==> config.mk <==
export PLATFORM = sky130hd
export DESIGN_NAME = ps_pack_header_parser_top
export DESIGN_NICKNAME = d
export VERILOG_FILES = /design/src/rtl/pshp_pkg.sv /design/src/rtl/pshp_in_stage.sv /design/src/rtl/pshp_parser.sv /design/src/rtl/pshp_out_stage.sv /design/src/rtl/ps_pack_header_parser_top.sv
export SDC_FILE = /design/constraint.sdc
export NUM_CORES = 1
export LEC_CHECK = 0
export BUFFER_PORTS_ARGS = -buffer_cell sky130_fd_sc_hd__clkbuf_2
export CAP_MARGIN = 20
export CORE_UTILIZATION = 50
export DETAILED_ROUTE_END_ITERATION = 10
export GPL_ROUTABILITY_DRIVEN = 1
export PLACE_DENSITY = 0.83
export SETUP_SLACK_MARGIN = 0.3
export SYNTH_ARGS = -nofsm -noshare
export SYNTH_HDL_FRONTEND = slang
export SYNTH_SLANG_ARGS = --single-unit
==> constraint.sdc <==
create_clock -name clk -period 12.6 [get_ports clk]
set_clock_uncertainty 0.2 [all_clocks]
set_input_delay 3.15 -clock clk [delete_from_list [all_inputs] [get_ports clk]]
set_output_delay 3.15 -clock clk [all_outputs]
set_load 0.05 [all_outputs]
==> src/rtl/pshp_pkg.sv <==
// Shared types, layout codes and result formatting for the pack header parser.
package pshp_pkg;

  // Layout codes carried in the result
  localparam logic [1:0] LAY_MPEG1 = 2'd0;
  localparam logic [1:0] LAY_MPEG2 = 2'd1;
  localparam logic [1:0] LAY_OTHER = 2'd2;

  // Byte positions within the header
  localparam logic [4:0] IDX_LAYOUT = 5'd4;
  localparam logic [4:0] IDX_TAIL_HI = 5'd12;
  localparam logic [4:0] IDX_TAIL_LO = 5'd13;

  // Header lengths
  localparam logic [4:0] LEN_OTHER = 5'd4;
  localparam logic [4:0] LEN_MPEG1 = 5'd12;
  localparam logic [4:0] LEN_MPEG2 = 5'd14;

  // Layout selection patterns on the top nibble of the fifth byte
  localparam logic [3:0] NIB_MASK1 = 4'hf;
  localparam logic [3:0] NIB_MPEG1 = 4'h2;
  localparam logic [3:0] NIB_MASK2 = 4'hc;
  localparam logic [3:0] NIB_MPEG2 = 4'h4;

  typedef struct packed {
    logic [7:0] data_byte;
    logic       first;
  } in_beat_t;

  typedef struct packed {
    logic [31:0] start_code;
    logic [1:0]  layout;
    logic [32:0] clock_base;
    logic [8:0]  clock_ext;
    logic [21:0] mux_rate;
    logic [5:0]  marker_bits;
    logic [3:0]  reserved_lead;
    logic [4:0]  reserved_tail;
    logic [2:0]  stuffing_count;
    logic [4:0]  header_bytes;
  } out_beat_t;

  // Pull the header fields out of the collected bytes
  function automatic out_beat_t format_result(input logic [31:0] code,
                                              input logic [1:0]  lay,
                                              input logic [63:0] f,
                                              input logic [15:0] t);
    out_beat_t r;
    r = '0;
    r.start_code = code;
    r.layout     = lay;
    case (lay)
      LAY_MPEG1: begin
        r.clock_base    = {f[59:57], f[55:41], f[39:25]};
        r.mux_rate      = f[22:1];
        r.marker_bits   = {1'b0, f[0], f[23], f[24], f[40], f[56]};
        r.reserved_lead = f[63:60];
        r.header_bytes  = LEN_MPEG1;
      end
      LAY_MPEG2: begin
        r.clock_base     = {f[61:59], f[57:43], f[41:27]};
        r.clock_ext      = f[25:17];
        r.mux_rate       = {f[15:0], t[15:10]};
        r.marker_bits    = {t[8], t[9], f[16], f[26], f[42], f[58]};
        r.reserved_lead  = {2'b00, f[63:62]};
        r.reserved_tail  = t[7:3];
        r.stuffing_count = t[2:0];
        r.header_bytes   = LEN_MPEG2 + {2'b00, t[2:0]};
      end
      default: begin
        r.header_bytes = LEN_OTHER;
      end
    endcase
    return r;
  endfunction

endpackage

==> src/rtl/pshp_in_stage.sv <==
// Input register stage: holds one accepted byte beat for the parser.
module pshp_in_stage
  import pshp_pkg::*;
(
  input  logic     clk,
  input  logic     rst_n,
  input  logic     in_valid,
  output logic     in_ready,
  input  in_beat_t in_data,
  output logic     stg_valid,
  input  logic     stg_take,
  output in_beat_t stg_data
);

  logic     valid_r;
  in_beat_t data_r;

  // Room when empty or when the held beat leaves this cycle
  assign in_ready  = !valid_r || stg_take;
  assign stg_valid = valid_r;
  assign stg_data  = data_r;

  always_ff @(posedge clk) begin
    if (!rst_n) begin
      valid_r <= 1'b0;
    end else if (in_ready) begin
      valid_r <= in_valid;
    end
  end

  // Payload needs no reset
  always_ff @(posedge clk) begin
    if (in_ready && in_valid) begin
      data_r <= in_data;
    end
  end

endmodule

==> src/rtl/pshp_parser.sv <==
// Byte-counting parser state and per-byte next-state logic.
module pshp_parser
  import pshp_pkg::*;
(
  input  logic      clk,
  input  logic      rst_n,
  input  logic      fire,
  input  in_beat_t  beat,
  output logic      res_valid,
  output out_beat_t res_data
);

  logic [4:0]  byte_index_r, byte_index_nxt;
  logic [1:0]  layout_r, layout_nxt;
  logic [63:0] field_r, field_nxt;
  logic [31:0] code_r, code_nxt;
  logic [2:0]  stuff_r, stuff_nxt;
  logic        active_r, active_nxt;
  logic [15:0] tail_r, tail_nxt;
  logic        emit;

  // Next state for one byte
  always_comb begin
    logic [3:0] nib;
    logic       other;
    nib            = beat.data_byte[7:4];
    other          = 1'b0;
    emit           = 1'b0;
    byte_index_nxt = byte_index_r;
    layout_nxt     = layout_r;
    field_nxt      = field_r;
    code_nxt       = code_r;
    stuff_nxt      = stuff_r;
    active_nxt     = active_r;
    tail_nxt       = tail_r;

    // First flag restarts the header, dropping any partial one
    if (beat.first) begin
      byte_index_nxt = '0;
      layout_nxt     = LAY_MPEG1;
      field_nxt      = '0;
      code_nxt       = '0;
      stuff_nxt      = '0;
      tail_nxt       = '0;
      active_nxt     = 1'b1;
    end

    if (active_nxt) begin
      if (byte_index_nxt < IDX_LAYOUT) begin
        // start code bytes
        code_nxt       = {code_nxt[23:0], beat.data_byte};
        byte_index_nxt = byte_index_nxt + 5'd1;
      end else begin
        if (byte_index_nxt == IDX_LAYOUT) begin
          if ((nib & NIB_MASK1) == NIB_MPEG1) begin
            layout_nxt = LAY_MPEG1;
          end else if ((nib & NIB_MASK2) == NIB_MPEG2) begin
            layout_nxt = LAY_MPEG2;
          end else begin
            layout_nxt = LAY_OTHER;
            other      = 1'b1;
            emit       = 1'b1;
            active_nxt = 1'b0;
          end
        end
        if (!other) begin
          if (byte_index_nxt < LEN_MPEG1) begin
            // fixed field bytes
            field_nxt      = {field_nxt[55:0], beat.data_byte};
            byte_index_nxt = byte_index_nxt + 5'd1;
            if (byte_index_nxt == LEN_MPEG1 && layout_nxt == LAY_MPEG1) begin
              emit       = 1'b1;
              active_nxt = 1'b0;
            end
          end else if (layout_nxt != LAY_MPEG2) begin
            active_nxt = 1'b0;
          end else if (byte_index_nxt == IDX_TAIL_HI) begin
            tail_nxt       = {beat.data_byte, 8'h00};
            byte_index_nxt = byte_index_nxt + 5'd1;
          end else if (byte_index_nxt == IDX_TAIL_LO) begin
            tail_nxt       = {tail_nxt[15:8], beat.data_byte};
            stuff_nxt      = beat.data_byte[2:0];
            byte_index_nxt = byte_index_nxt + 5'd1;
            if (stuff_nxt == 3'd0) begin
              emit       = 1'b1;
              active_nxt = 1'b0;
            end
          end else if (stuff_nxt != 3'd0) begin
            // skip one stuffing byte
            stuff_nxt      = stuff_nxt - 3'd1;
            byte_index_nxt = byte_index_nxt + 5'd1;
            if (stuff_nxt == 3'd0) begin
              emit       = 1'b1;
              active_nxt = 1'b0;
            end
          end else begin
            active_nxt = 1'b0;
          end
        end
      end
    end
  end

  assign res_valid = fire && emit;
  assign res_data  = format_result(code_nxt, layout_nxt, field_nxt, tail_nxt);

  // State registers, all cleared at reset
  always_ff @(posedge clk) begin
    if (!rst_n) begin
      byte_index_r <= '0;
      layout_r     <= LAY_MPEG1;
      field_r      <= '0;
      code_r       <= '0;
      stuff_r      <= '0;
      active_r     <= 1'b0;
      tail_r       <= '0;
    end else if (fire) begin
      byte_index_r <= byte_index_nxt;
      layout_r     <= layout_nxt;
      field_r      <= field_nxt;
      code_r       <= code_nxt;
      stuff_r      <= stuff_nxt;
      active_r     <= active_nxt;
      tail_r       <= tail_nxt;
    end
  end

endmodule

==> src/rtl/pshp_out_stage.sv <==
// Result register: holds one finished header result until it is taken.
module pshp_out_stage
  import pshp_pkg::*;
(
  input  logic      clk,
  input  logic      rst_n,
  input  logic      res_valid,
  output logic      res_ready,
  input  out_beat_t res_data,
  output logic      out_valid,
  input  logic      out_ready,
  output out_beat_t out_data
);

  logic      valid_r;
  out_beat_t data_r;

  assign res_ready = !valid_r || out_ready;
  assign out_valid = valid_r;
  assign out_data  = data_r;

  always_ff @(posedge clk) begin
    if (!rst_n) begin
      valid_r <= 1'b0;
    end else if (res_ready) begin
      valid_r <= res_valid;
    end
  end

  always_ff @(posedge clk) begin
    if (res_ready && res_valid) begin
      data_r <= res_data;
    end
  end

endmodule

==> src/rtl/ps_pack_header_parser_top.sv <==
// Top level of the program stream pack header parser.
//
// Usage: header bytes enter on the in_ channel (valid/ready), one byte per
// beat, with in_data.first set on byte zero of each pack header. A beat with
// first set drops any partial header and starts a new one; bytes that arrive
// with no header in progress are consumed and ignored.
// One result beat leaves on the out_ channel after the last byte of a header:
// byte 5 for an unrecognized layout, byte 12 for MPEG-1, and byte 14 plus the
// stuffing count for MPEG-2.
// Throughput: one byte per cycle while the result register has room;
// the per-byte parse is a single registered pass between the input
// register and the result register. A result is valid once its final
// byte has passed through the input register and the parser has loaded
// the result register.
// Reset (synchronous, rst_n low) empties both registers and clears the
// parser state, so no header is in progress.
// When the receiver stalls, the result register holds its beat; the parser
// then stops, the input register fills and in_ready drops until the result
// is taken.
module ps_pack_header_parser_top
  import pshp_pkg::*;
(
  input  logic      clk,
  input  logic      rst_n,
  input  logic      in_valid,
  output logic      in_ready,
  input  in_beat_t  in_data,
  output logic      out_valid,
  input  logic      out_ready,
  output out_beat_t out_data
);

  logic      stg_valid;
  in_beat_t  stg_data;
  logic      fire;
  logic      res_valid;
  logic      res_ready;
  out_beat_t res_data;

  // Parse a byte whenever one is held and the result side has room
  assign fire = stg_valid && res_ready;

  pshp_in_stage u_in_stage (
    .clk       (clk),
    .rst_n     (rst_n),
    .in_valid  (in_valid),
    .in_ready  (in_ready),
    .in_data   (in_data),
    .stg_valid (stg_valid),
    .stg_take  (fire),
    .stg_data  (stg_data)
  );

  pshp_parser u_parser (
    .clk       (clk),
    .rst_n     (rst_n),
    .fire      (fire),
    .beat      (stg_data),
    .res_valid (res_valid),
    .res_data  (res_data)
  );

  pshp_out_stage u_out_stage (
    .clk       (clk),
    .rst_n     (rst_n),
    .res_valid (res_valid),
    .res_ready (res_ready),
    .res_data  (res_data),
    .out_valid (out_valid),
    .out_ready (out_ready),
    .out_data  (out_data)
  );

endmodule

==> results.py, run 1 <==
metrics = {
    "pwr": {
        "p_int_mw": 1.33,
        "sw_frac_of_total_pct": 21.9,
        "pwr-share-seq_pct": 52.0,
        "switching_power_uw": 372,
        "p_comb_share_pct": 3.9,
        "p_clk_share_pct": 44.2,
        "vdd_drop_max_mv": 0.0985,
        "power.leakage_nw": 3.93,
        "power.density_nw_per_um2": 134,
    },
    "route": {
        "drtPass1Iterations": 6,
        "drtIter0Drc": 1102,
        "antenna_left": 0,
        "routed_wl_um": 26100,
        "route.detailed.drc": 0,
        "avgRoutedWirePerCell_um": 18.8,
        "viasPerCell": 6.12,
        "num_vias": 8499,
    },
    "floorplan": {
        "ios": 136,
        "chipWidth_um": 151,
        "design.die.area_sq_um": 22900,
        "core_sq_um": 21800,
        "die_h_um": 151,
        "initial_core_util_pct": 51.0,
        "num_rows": 54,
    },
    "sta": {
        "period_share_pct": 56.3,
        "rsz0062_at_grt": "false",
        "hold_viol_final": 0,
        "period_minus_slack_ns": 7.09,
        "setup-violations-final": 0,
        "timing.fmax_ghz": 0.141,
        "tns_ns": 0,
        "relSlewSlack_pct": 25.0,
        "drv_slew": 0,
        "worst_slew_pin_slew_ns": 1.12,
    },
    "yosys": {
        "yosys_register_bits": 255,
        "syn_nets": 1024,
        "syn-cell-area_sq_um": 11100,
        "synth_cells": 1005,
        "ys_warn_count": 0,
        "synth-main-ff-cell": "edfxtp_1",
        "ys_types": 70,
        "syn_avg_cell_area_sq_um": 11.1,
        "synthArstFlopShare_pct": 0,
        "synth_area_leaders": "edfxtp_1, dfxtp_1, mux2i_1",
        "synth_top_area_cell": "edfxtp_1",
        "netlist.area_leader.share_pct": 35.1,
        "synth_edf_count": 130,
        "synth.yosys.seq_area_share_pct": 57.6,
    },
    "global_routing": {
        "grtUsageTotal_pct": 22.2,
        "grt_pass1_vias": 7669,
        "grt_max_degree": 95,
        "grt_pass1_wl_um": 40200,
        "grt_remaining_overflow": 0,
        "antenna_found_initial": 1,
    },
    "clock_network": {
        "cts-hold-fix-buffers": 0,
        "cts.sinks": 255,
        "root_buffer": "clkbuf_16",
        "cts_setup_buffers": 0,
        "clockBufferDepth": 3,
        "clk_latency_ns": 0.53,
        "cts_buffers": 26,
        "cts_resized": 0,
        "h-tree-depth": 1,
        "cts_tree": "yes",
        "clk_pin_slew_ns": 0.06,
    },
    "cells_and_area": {
        "layout.cells.non_filler": 1389,
        "insertedDiodeCount": 0,
        "fin_nets": 1108,
        "area_growth_syn_to_layout_pct": 14.1,
        "drive_above_1_share_pct": 18.8,
    },
    "placed_design": {
        "gp_congestion": 0.926,
        "io_buffers": 135,
        "dp_hpwl_um": 16400,
        "dp_cells": 1340,
    },
    "worst_setup_path": {
        "crit_arrival_ns": 3.74,
        "worstPathRequired_ns": 9.25,
        "rrSetupSlack_ns": 7.28,
        "crit_type": "in -> out",
        "cp-start-kind": "input port",
        "worstPathMaxFanout": 3,
        "regToRegStartpoint": "u_in_stage.stg_data[0]",
        "r2r-end": "u_out_stage.out_data[80]",
        "cp-end-kind": "primary output",
        "reg2reg_depth": 11,
    },
    "min_path": {
        "worst_hold_path.endpoint": "u_parser.code_r[29]",
        "min_path_cells": 2,
        "hold_path.startpoint": "u_parser.code_r[29]",
        "min_path_type": "reg -> reg",
    },
    "flow_run": {
        "drv_cap": 0,
    },
    "run_status": {
        "status": "completed",
    },
}
-- synthesized netlist by cell type (5+ instances only) --
master	n
a32o_1	64
mux2i_1	73
nor2_1	33
nand4_1	5
a22o_1	5
and3_1	6
o22ai_1	69
dfxtp_1	125
nand2_1	156
nand2b_1	7
a31oi_1	5
nor3_1	8
edfxtp_1	130
inv_1	8
buf_2	27
a21oi_1	69
nand3_1	22
o21ai_0	10
nand3b_1	6
nor2b_1	31
clkbuf_1	49
buf_6	10
ha_1	6
a21oi_2	7
-- flip-flops by register name, summed over array words and instances, names as in the netlist --
register and count:
u_in_stage.stg_data 9, u_in_stage.stg_valid 1, u_out_stage.out_data 121, u_out_stage.out_valid 1, u_parser.active_r 1, u_parser.byte_index_r 5, u_parser.code_r 32, u_parser.field_r 64
u_parser.layout_r 2, u_parser.stuff_r 3, u_parser.tail_r 16
-- critical path, cell delays in order --
cell      delay [ns]
clkbuf_2        0.08
nor2b_1         0.17
nand2_1         0.09
clkbuf_2        0.24
-- metal layers --
| metal | part of all wire [%] | track usage (%) |
|---|---|---|
| met1 | 43 | 32.2 |
| met2 | 46 | 33.5 |
| met4 | 2.7 | 7.55 |
| met5 | 0.035 | 0 |
| met3 | 8.7 | 3.86 |
-- through the flow --
stage / worst slack, ns / hold slack, ns / power, mW / cell area, sq um / utilization [%]
global placement: 5.51 / 0.238 / 0.963 / 11800 / 54.1
floorplan: 2.34 / 0.232 / 0.946 / 11100 / -
global route: 5.46 / 0.280 / 1.75 / 12700 / 58.2
detailed placement: 5.52 / 0.244 / 0.965 / 11800 / 54.2
finish: 5.51 / 0.254 / 1.70 / 12700 / 58.2
CTS: 5.51 / 0.254 / 1.71 / 12700 / 58.1
-- cells by family (layout without fill, tap and decap cells) --
| kind of cell | after synthesis | after routing | share of synthesized area (%) |
|---|---|---|---|
| XOR/XNOR | 2 | 2 | 0.157 |
| AO/OA/AOI/OAI | 266 | 266 | 17.1 |
| multiplexers | 76 | 76 | 7.00 |
| buffers and inverters | 101 | 205 | 4.52 |
| AND/OR/NAND/NOR | 299 | 299 | 13.0 |
| adder cells (fa/ha/maj) | 6 | 6 | 0.675 |
| flip-flops | 255 | 255 | 57.6 |
-- final cells by class --
cell class                 instances  area [sq um]
sequential                       255          6410
multi-input combinational        649          4250
timing repair buffer             148           813
inverter                           9          33.8
tap                              280           350
clock inverter                    14           123
fill                            1741          9120
clock buffer                      34           722
-- worst max-delay path by stage --
stage                   start                      end  slack [ns]  cells after the start
floorplan           out_ready  u_out_stage.out_data[0]        2.34                      4
global placement    out_ready                 in_ready        5.51                      4
detailed placement  out_ready                 in_ready        5.52                      4
CTS                 out_ready                 in_ready        5.51                      4
global route        out_ready                 in_ready        5.46                      4
finish              out_ready                 in_ready        5.51                      4
-- power by group through the flow --
| stage | registers (mW) | clock network, mW | logic [mW] |
|---|---|---|---|
| final | 0.885 | 0.752 | 0.0662 |
| after global placement | 0.902 | 0 | 0.0611 |
| after detailed placement | 0.902 | 0 | 0.0634 |
| after global routing | 0.885 | 0.797 | 0.0715 |
| after CTS | 0.884 | 0.764 | 0.0637 |
| after floorplan | 0.891 | 0 | 0.0553 |
-- cells in the final DEF, fill, tap and decap left out, types with 3 or more instances in the layout --
cell,instances
a211oi_1,4
a21o_1,3
a21oi_1,68
a21oi_2,7
a22o_1,5
a31oi_1,5
a32o_1,64
and2_1,4
and3_1,6
buf_4,11
clkbuf_1,5
clkbuf_16,27
clkbuf_2,135
clkinv_1,6
clkinv_2,4
dfxtp_1,125
edfxtp_1,130
ha_1,6
inv_1,8
mux2i_1,73
nand2_1,156
nand2b_1,7
nand3_1,22
nand3b_1,6
nand4_1,5
nor2_1,33
nor2b_1,31
nor3_1,8
o21ai_0,10
o22ai_1,69
o32ai_1,3
or3b_1,3
Note: power is estimated with default switching activity, not from simulation.
==> inputs of run 2 (changes only) <==
clock period = 5.9 ns   (was 12.6 ns; I/O delays follow)
==> results.py, run 2 (same netlist as run 1, synthesis figures left out) <==
metrics = {
    "placed_design": {
        "io_buffers": 135,
        "dp_hpwl_um": 16200,
        "gp_congestion": 0.901,
    },
    "worst_setup_path": {
        "crit_chain": "buf_4 -> nor2b_1 -> inv_1 -> ha_1 -> ha_1 -> nand2_1 -> o221ai_1 -> nand4_1 -> a21boi_4 -> buf_4",
        "cp-end-kind": "flop",
        "worstPathMaxFanout": 70,
        "worstPathRequired_ns": 5.85,
        "crit_arrival_ns": 3.75,
        "cp-start-kind": "flop",
        "crit_type": "reg -> reg",
        "cpPeakStageDelay_ns": 0.68,
        "critPathSlowestCell": "buf_4",
    },
    "global_routing": {
        "grt_max_degree": 81,
        "grtUsageTotal_pct": 22.2,
        "grt_remaining_overflow": 0,
        "grt_pass1_wl_um": 39900,
        "grt_pass1_vias": 7609,
        "antenna_found_initial": 0,
    },
    "floorplan": {
        "ios": 136,
        "core_sq_um": 21800,
        "die_h_um": 151,
        "chipWidth_um": 151,
        "initial_core_util_pct": 51.0,
        "num_rows": 54,
        "design.die.area_sq_um": 22900,
    },
    "cells_and_area": {
        "drive_above_1_share_pct": 18.9,
        "final_cell_mix": "nand2_1, clkbuf_2, edfxtp_1",
        "final-seq-area_sq_um": 6410,
        "fin_nets": 1107,
        "fillCellCount": 1751,
        "mostFrequentLayoutCell": "nand2_1",
        "area_growth_syn_to_layout_pct": 14.1,
        "largest_reg_flops": 121,
        "multi_input_area_sq_um": 4250,
        "insertedDiodeCount": 0,
    },
    "sta": {
        "worst_slew_pin_slew_ns": 1.07,
        "relSlewSlack_pct": 28.4,
        "period_share_pct": 64.4,
        "whs_ns": 0.252,
        "rsz0062_at_grt": "false",
        "tns_ns": 0,
        "drv_slew": 0,
        "period_minus_slack_ns": 3.80,
        "hold_viol_final": 0,
        "setup-violations-final": 0,
        "timing.fmax_ghz": 0.263,
    },
    "route": {
        "avgRoutedWirePerCell_um": 18.7,
        "antenna_left": 0,
        "drtIter0Drc": 952,
        "num_vias": 8429,
        "route.detailed.drc": 0,
        "viasPerCell": 6.07,
        "routed_wl_um": 25900,
        "drtPass1Iterations": 6,
    },
    "clock_network": {
        "clk_latency_ns": 0.53,
        "cts.sinks": 255,
        "root_buffer": "clkbuf_16",
        "h-tree-depth": 1,
        "cts_setup_buffers": 0,
        "cts-hold-fix-buffers": 0,
        "cts_buffers": 26,
        "clk_pin_slew_ns": 0.06,
        "cts_resized": 0,
        "clockBufferDepth": 3,
        "cts_tree": "yes",
    },
    "run_status": {
        "status": "completed",
    },
    "pwr": {
        "power.leakage_nw": 3.97,
        "vdd_drop_max_mv": 0.176,
        "pwr-share-seq_pct": 51.3,
        "sw_frac_of_total_pct": 22.2,
        "p_clk_share_pct": 44.9,
        "p_comb_share_pct": 3.8,
        "switching_power_uw": 817,
        "p_int_mw": 2.86,
        "power.density_nw_per_um2": 289,
    },
    "flow_run": {
        "drv_cap": 0,
    },
    "min_path": {
        "min_path_type": "reg -> reg",
    },
}
-- run 2: path summary, 6_finish.rpt --
check	slack, ns	depth (start not counted)	endpoint	from
worst min register to register	0.25	2	u_parser.code_r[24]	u_parser.code_r[24]
worst max register to register	2.10	10	u_out_stage.out_data[3]	u_in_stage.stg_data[0]
worst max-delay path	2.10	10	u_out_stage.out_data[3]	u_in_stage.stg_data[0]
worst min-delay path	0.25	2	u_parser.code_r[24]	u_parser.code_r[24]
-- run 2: stage by stage --
step	utilization, %	setup slack [ns]	total power [mW]	cell area [sq um]	instances
after global placement	54.1	2.14	2.05	11800	1339
after global routing	58.2	1.93	3.77	12700	1388
after CTS	58.1	2.14	3.69	12700	1387
after floorplan	-	0.930	2.02	11100	1005
after detailed placement	54.1	2.05	2.06	11800	1339
final	58.2	2.10	3.67	12700	1388
-- run 2: cell type report --
cell class              instances  area share, %
clock buffers                  33           5.74
clock inverters                15           1.09
inverters                       9          0.266
multi-input cells             649           33.5
flip-flops and latches        255           50.5
well taps                     280           2.76
repair buffers                147           6.19
-- run 2: power groups by stage --
stage	Clock [mW]	Combinational (mW)	Sequential [mW]
floorplan	0	0.118	1.90
global placement	0	0.131	1.92
detailed placement	0	0.134	1.92
CTS	1.67	0.134	1.88
global route	1.73	0.150	1.89
finish	1.65	0.138	1.89
-- run 2: critical path, delay by kind of cell (launching register included) --
kind,cells,cell delay [ns]
buffers and inverters,3,1.13
AND/OR/NAND/NOR,3,0.65
adder cells (fa/ha/maj),2,0.49
AO/OA/AOI/OAI,2,0.43
flip-flops,1,0.41
-- run 2: layer usage --
layer  vias up  share of wire (%)  GRT usage, %
met5         -                  0             0
met4         0                2.1          6.75
li1       3944                  -             -
met3        50                7.7          3.77
met1      4062                 44          32.0
met2       373                 46          34.1
